File: config.mk
export PLATFORM = sky130hd
export DESIGN_NAME = rpm_log2db
export DESIGN_NICKNAME = d
export VERILOG_FILES = /design/src/design/rpm_pkg.sv /design/src/design/rpm_log2db.sv
export SDC_FILE = /design/constraint.sdc
export NUM_CORES = 2
export LEC_CHECK = 0
export BUFFER_PORTS_ARGS = -buffer_cell sky130_fd_sc_hd__buf_2
export CAP_MARGIN = 20
export CORE_UTILIZATION = 55
export CTS_BUF_LIST = sky130_fd_sc_hd__clkbuf_8
export CTS_CLUSTER_SIZE = 28
export DETAILED_ROUTE_END_ITERATION = 10
export MAX_ROUTING_LAYER = met4
export PLACE_DENSITY = 0.71
export SKIP_CTS_REPAIR_TIMING = 1
export SYNTH_ARGS = -nofsm -noshare
export SYNTH_HDL_FRONTEND = slang
export SYNTH_SLANG_ARGS = --single-unit
File: constraint.sdc
create_clock -name clk_i -period 8.2 [get_ports clk_i]
set_input_delay 0.82 -clock clk_i [delete_from_list [all_inputs] [get_ports clk_i]]
set_output_delay 0.82 -clock clk_i [all_outputs]
set_load 0.02 [all_outputs]
File: src/design/rpm_pkg.sv
// shared types and constants of the radar pixel to gray mapper
`timescale 1ns / 1ps
`default_nettype none

package rpm_pkg;

  // configuration register indexes
  typedef enum logic [1:0] {
    CFG_DISPLAY_MODE   = 2'd0,
    CFG_PEAK_MAGNITUDE = 2'd1,
    CFG_DYNAMIC_RANGE  = 2'd2
  } cfg_reg_e;

  typedef enum logic {
    MODE_AMPLITUDE = 1'b0,
    MODE_PHASE     = 1'b1
  } mode_e;

  // per-item result overrides that travel with the data
  typedef struct packed {
    logic zero;  // force gray to 0
    logic full;  // force gray to 255
    logic err;   // phase range error
  } flags_t;

  localparam int unsigned GRAY_W     = 8;
  localparam int unsigned LOG_STAGES = 7;
  localparam int unsigned DIV_STAGES = GRAY_W;
  localparam int unsigned DB_W       = 20;
  localparam int unsigned RNG_W      = 16;
  localparam int unsigned X_W        = 35;
  localparam int unsigned DIV_W      = X_W + GRAY_W;
  localparam int unsigned DVS_W      = X_W;

  // 20*log10(2) in q20
  localparam logic [22:0] DB_PER_LOG2_Q20 = 23'd6313057;
  // single precision pi in q32 and twice that
  localparam logic [X_W-2:0] PI_Q32     = {24'hC90FDB, 10'd0};
  localparam logic [X_W-1:0] TWO_PI_Q32 = {PI_Q32, 1'b0};
  // magnitudes of single precision pi and infinity
  localparam logic [30:0] PI_F_MAG   = 31'h40490FDB;
  localparam logic [30:0] FP_INF_MAG = 31'h7F800000;

endpackage

`default_nettype wire

File: src/design/rpm_log2db.sv
// pipelined log2 to decibel unit: float bits in, signed q8 dB out after seven stages
`timescale 1ns / 1ps
`default_nettype none

module rpm_log2db #(
  parameter int unsigned LOG_TABLE_ENTRIES = 64
) (
  input  logic                                clk_i,
  input  logic [rpm_pkg::LOG_STAGES-1:0]      en_i,
  input  logic [31:0]                         bits_i,
  output logic signed [rpm_pkg::DB_W-1:0]     db_o
);

  localparam int unsigned IdxW = $clog2(LOG_TABLE_ENTRIES);
  localparam int unsigned TabW = $clog2(LOG_TABLE_ENTRIES + 1);
  localparam int unsigned PosW = 23 + IdxW;
  localparam logic [PosW-1:0] NMul = PosW'(LOG_TABLE_ENTRIES);

  // log2(y0 / 2^30) in q24 by repeated squaring, evaluated at elaboration
  function automatic logic [24:0] log_entry(logic [63:0] y0);
    logic [63:0] y;
    logic [23:0] r;
    y = y0;
    r = '0;
    for (int b = 0; b < 24; b++) begin
      y = (y * y) >> 30;
      r = {r[22:0], 1'b0};
      if (y >= (64'd1 << 31)) begin
        r[0] = 1'b1;
        y    = y >> 1;
      end
    end
    return {1'b0, r};
  endfunction

  logic [24:0] tab [LOG_TABLE_ENTRIES + 1];

  for (genvar i = 0; i <= LOG_TABLE_ENTRIES; i++) begin : g_tab
    localparam logic [63:0] Y0 = (64'd1 << 30) + ((64'(i) << 30) / LOG_TABLE_ENTRIES);
    localparam logic [24:0] Entry = (i == LOG_TABLE_ENTRIES) ? 25'h100_0000 : log_entry(Y0);
    assign tab[i] = Entry;
  end

  // stage 1: exponent and normalized mantissa
  logic [4:0]        lead;
  logic signed [8:0] e1_d;
  logic [22:0]       m1_d;
  logic signed [8:0] e1_q;
  logic [22:0]       m1_q;

  always_comb begin
    lead = '0;
    for (int b = 0; b < 23; b++) begin
      if (bits_i[b]) lead = 5'(b);
    end
    if (bits_i[30:23] == '0) begin
      e1_d = $signed({4'b0, lead}) - 9'sd149;
      m1_d = bits_i[22:0] << (5'd23 - lead);
    end else begin
      e1_d = $signed({1'b0, bits_i[30:23]}) - 9'sd127;
      m1_d = bits_i[22:0];
    end
  end

  // stage 2: table position, index never exceeds the last segment
  logic [PosW-1:0]   pos;
  logic [IdxW-1:0]   idx2_q;
  logic [22:0]       frac2_q;
  logic signed [8:0] e2_q;

  assign pos = PosW'(m1_q) * NMul;

  // stage 3: table lookup
  logic [24:0]       t0;
  logic [24:0]       t1;
  logic [23:0]       t0_3_q;
  logic [24:0]       diff3_q;
  logic [22:0]       frac3_q;
  logic signed [8:0] e3_q;

  assign t0 = tab[TabW'(idx2_q)];
  assign t1 = tab[TabW'(idx2_q) + TabW'(1)];

  // stage 4: interpolation product
  logic [47:0]       prod4;
  logic [24:0]       ip4_q;
  logic [23:0]       t0_4_q;
  logic signed [8:0] e4_q;

  assign prod4 = 48'(diff3_q) * 48'(frac3_q);

  // stage 5: full log2 and its magnitude
  logic [24:0]        fr5;
  logic signed [32:0] l5;
  logic [31:0]        mag5_q;
  logic               neg5_q;

  assign fr5 = 25'(t0_4_q) + ip4_q;
  assign l5  = $signed({e4_q, 24'b0}) + $signed({8'b0, fr5});

  // stage 6: scale to dB
  logic [54:0] p6_q;
  logic        neg6_q;

  // stage 7: round half away from zero
  logic [55:0]                    s7;
  logic [18:0]                    q7;
  logic signed [rpm_pkg::DB_W-1:0] db7;

  assign s7  = 56'(p6_q) + (56'd1 << 35);
  assign q7  = s7[54:36];
  assign db7 = neg6_q ? -$signed({1'b0, q7}) : $signed({1'b0, q7});

  always_ff @(posedge clk_i) begin
    if (en_i[0]) begin
      e1_q <= e1_d;
      m1_q <= m1_d;
    end
    if (en_i[1]) begin
      idx2_q  <= pos[PosW-1:23];
      frac2_q <= pos[22:0];
      e2_q    <= e1_q;
    end
    if (en_i[2]) begin
      t0_3_q  <= t0[23:0];
      diff3_q <= t1 - t0;
      frac3_q <= frac2_q;
      e3_q    <= e2_q;
    end
    if (en_i[3]) begin
      ip4_q  <= prod4[47:23];
      t0_4_q <= t0_3_q;
      e4_q   <= e3_q;
    end
    if (en_i[4]) begin
      neg5_q <= l5[32];
      mag5_q <= 32'(l5[32] ? -l5 : l5);
    end
    if (en_i[5]) begin
      p6_q   <= 55'(mag5_q) * 55'(rpm_pkg::DB_PER_LOG2_Q20);
      neg6_q <= neg5_q;
    end
    if (en_i[6]) begin
      db_o <= db7;
    end
  end

endmodule

`default_nettype wire

==> results.md <==
* Hold Path Depth at 0
* Syn. warnings at 0
* Total Nets Final at roughly 5400
* Num Clock Sinks at around 270
* Post-synth EDFFs at 271
* Post-synth top area share at 0.245
* Clock Path Buffers at 3
* Cell variety after synth at 90
* Iteration-0 DRC Markers at ~2700
* Setup TNS at 0 ns
* Endpoint, Worst Hold: t0_4_q[17]
* CTS tree: built
* CTS clk-pin slew, worst paths at 0.06 ns
* RSZ-0062 raised after global routing: false
* Chip width at 273 um
* Sequential cell area at roughly 0.0081 sq mm
* Most frequent cells in the layout: 769 x inv_1, 510 x ha_1, 494 x fa_1
* # DRC at 0
* Min Tclk post-route at approximately 7.4 ns
* Layout cells sized above 1 at 0.0557
* IO Port Bufs at between 50 and 60
* Top cells by area, synth: fa_1 25%, edfxtp_1 20%, ha_1 16%
* Vias in the first global route at 30672
* HPWL after detailed placement at between 70000 and 80000 um
* First-pass GRT wire length at around 160000 um
* I/O pins at 60
* Final slew viol count at 0
* Slew @ Worst Pin at about 1.2 ns
* # rows at 98
* #FFs+latches synth at 271
* Final Hold Viols at 0
* Setup-failing EPs final at 0
* DR vias at about 30000
* Maxcap violations at 0
* Fmax at ~130 MHz
* Cell Count Post-Placement at about 5200
* Worst-Skew Late Latency at around 0.63 ns
* Die height at 273 um
* Post-route ant nets at 0
* Reg2Reg Depth at 23
* Worst setup margin at 0.768 ns
* Final critical-path share of the clock period at 0.906
* Crit path DAT at 7.79 ns
* Largest net degree at the start of global routing at 86
* Core Area at approximately 0.072 sq mm
* Setup slack, reg-to-reg at about 0.77 ns
* Synth Cell Area at approximately 0.040 sq mm
* Hold Path Class: flop to flop
* Drt pass-1 iters at 6
* Clock skew at around 0.064 ns
* Top FF cell, synth: edfxtp_1
* Global-route usage over all layers at 0.288
* RR Startpoint: frac3_q[10]
* Hold Startpoint: t0_3_q[17]
* Startpoint Class: flop
* Syn_nets at between 5000 and 6000
* Status: finished, final reports clean
* Post-Syn Area per Cell at 9.31 sq um
* Die area at 0.0744 sq mm
* CP Class: flop to flop
* Htree depth at 2
* Fraction of registers with async set/reset at 0
* Drt wl/cell at between 15 and 20 um
* Critical Path RT at approximately 8.6 ns
* Routed WL at 102000 um
* Final Core Density at 0.593
* Multi-input combinational cell area at between 0.02 and 0.03 sq mm
* Layout area overhead at 5.81%
* Post-Synthesis Cells at 4332
* Synth area leader: fa_1
* Layout filler cell count at around 6100
* Max FO, Critical Path at 18
* Reg-to-reg endpoint: ip4_q[24]
* Root Driver: clkbuf_8
* Initial antenna violation count at 1
* Leading cell type in the layout, fill and taps excluded: inv_1
* Num CTS Buffers at 49
* Fin cells at 5300
* Avg Vias per Cell at roughly 5.8
* Global route overflow at 0
* CP Capture Type: flop
* Placer Congestion at between 0.9 and 1
* Initial Util at 0.560
* Worst slack at placement at around 0.9 ns
* Max-slew headroom at 0.221
* Share of the yosys chip area belonging to registers at 0.202
==> area by class of cell <==
type / instances / share of cell area
multi-input cells: 3088 / 0.670
flip-flops and latches: 271 / 0.191
inverters: 773 / 0.0680
well taps: 950 / 0.0279
repair buffers: 132 / 0.0199
clock buffers: 49 / 0.0158
clock inverters: 35 / 0.00771
diodes: 2 / 0.000117
==> through the flow <==
stage,instance area (sq um),hold WS (ns)
after global routing,42700,0.414
after global placement,41600,0.401
final,42700,0.404
after CTS,42700,0.406
after floorplan,40300,0.400
after detailed placement,41600,0.405
==> worst max path at each step <==
stage | cells past startpoint | to | from
5_1_grt | 23 | ip4_q[24] | frac3_q[10]
3_3_place_gp | 22 | ip4_q[10] | frac3_q[8]
3_5_place_dp | 23 | ip4_q[24] | frac3_q[10]
2_1_floorplan | 24 | ip4_q[24] | diff3_q[22]
4_1_cts | 23 | ip4_q[10] | frac3_q[10]
6_report | 23 | ip4_q[24] | frac3_q[10]
==> metal layers <==
metal / up-vias / routed length (um) / GRT usage
met5: - / 0 / -
met4: 0 / 4020 / 0.107
met3: 238 / 6700 / 0.0340
met2: 1192 / 48000 / 0.458
met1: 14998 / 43200 / 0.379
li1: 14340 / - / -
==> worst max-delay path, stage by stage, from the launching register on <==
cell,delay (ns)
edfxtp_1,0.98
buf_4,0.32
nand2_1,0.09
fa_1,0.52
inv_1,0.06
fa_1,0.54
inv_1,0.06
fa_1,0.49
inv_1,0.05
fa_1,0.57
fa_1,0.44
fa_1,0.44
ha_1,0.30
nand4_1,0.14
nor2_1,0.08
a211oi_1,0.41
buf_4,0.21
o211ai_1,0.16
nor2_1,0.21
o211a_1,0.22
nor3_1,0.07
or2_2,0.32
o41ai_1,0.34
xnor2_1,0.12
==> registers in the layout, indices dropped and copies added, names as in the netlist, 17 cells and up <==
signal   cells
p6_q        20
diff3_q     25
m1_q        23
ip4_q       25
t0_3_q      24
mag5_q      32
frac3_q     17
frac2_q     17
t0_4_q      24
db_o        20
==> cells by family after synthesis <==
group	Yosys count	share of synthesized area
and+or+nand+nor	1103	0.129
adders and majority gates	1005	0.404
buffers and inverters	973	0.0910
AOI/OAI and AO/OA	743	0.121
DFF	271	0.202
xor gates and xnor gates	177	0.0385
muxes	60	0.0157
==> cell usage after synthesis (all sizes together), types with 8 or more instances <==
library cell,n
xor2,60
o21a,29
fa,494
xnor2,117
nand2,450
nand4,24
a21oi,198
inv,766
or2,9
and3,16
o21ai,173
a2111oi,10
o22ai,10
o31ai,19
nor3,72
nand2b,28
and2,166
ha,511
o41ai,8
nor2b,31
nand3,65
o311ai,13
or3,14
clkbuf,179
o221ai,11
a221oi,9
nor4,9
a211o,8
mux2i,52
a311oi,15
buf,21
o21bai,13
a211oi,55
o211ai,27
a21o,53
a31oi,27
edfxtp,271
nor2,200
Power is left out: the tool's default activity adds up to more than one toggle a clock period on the data nets, which glitch-free logic cannot reach.
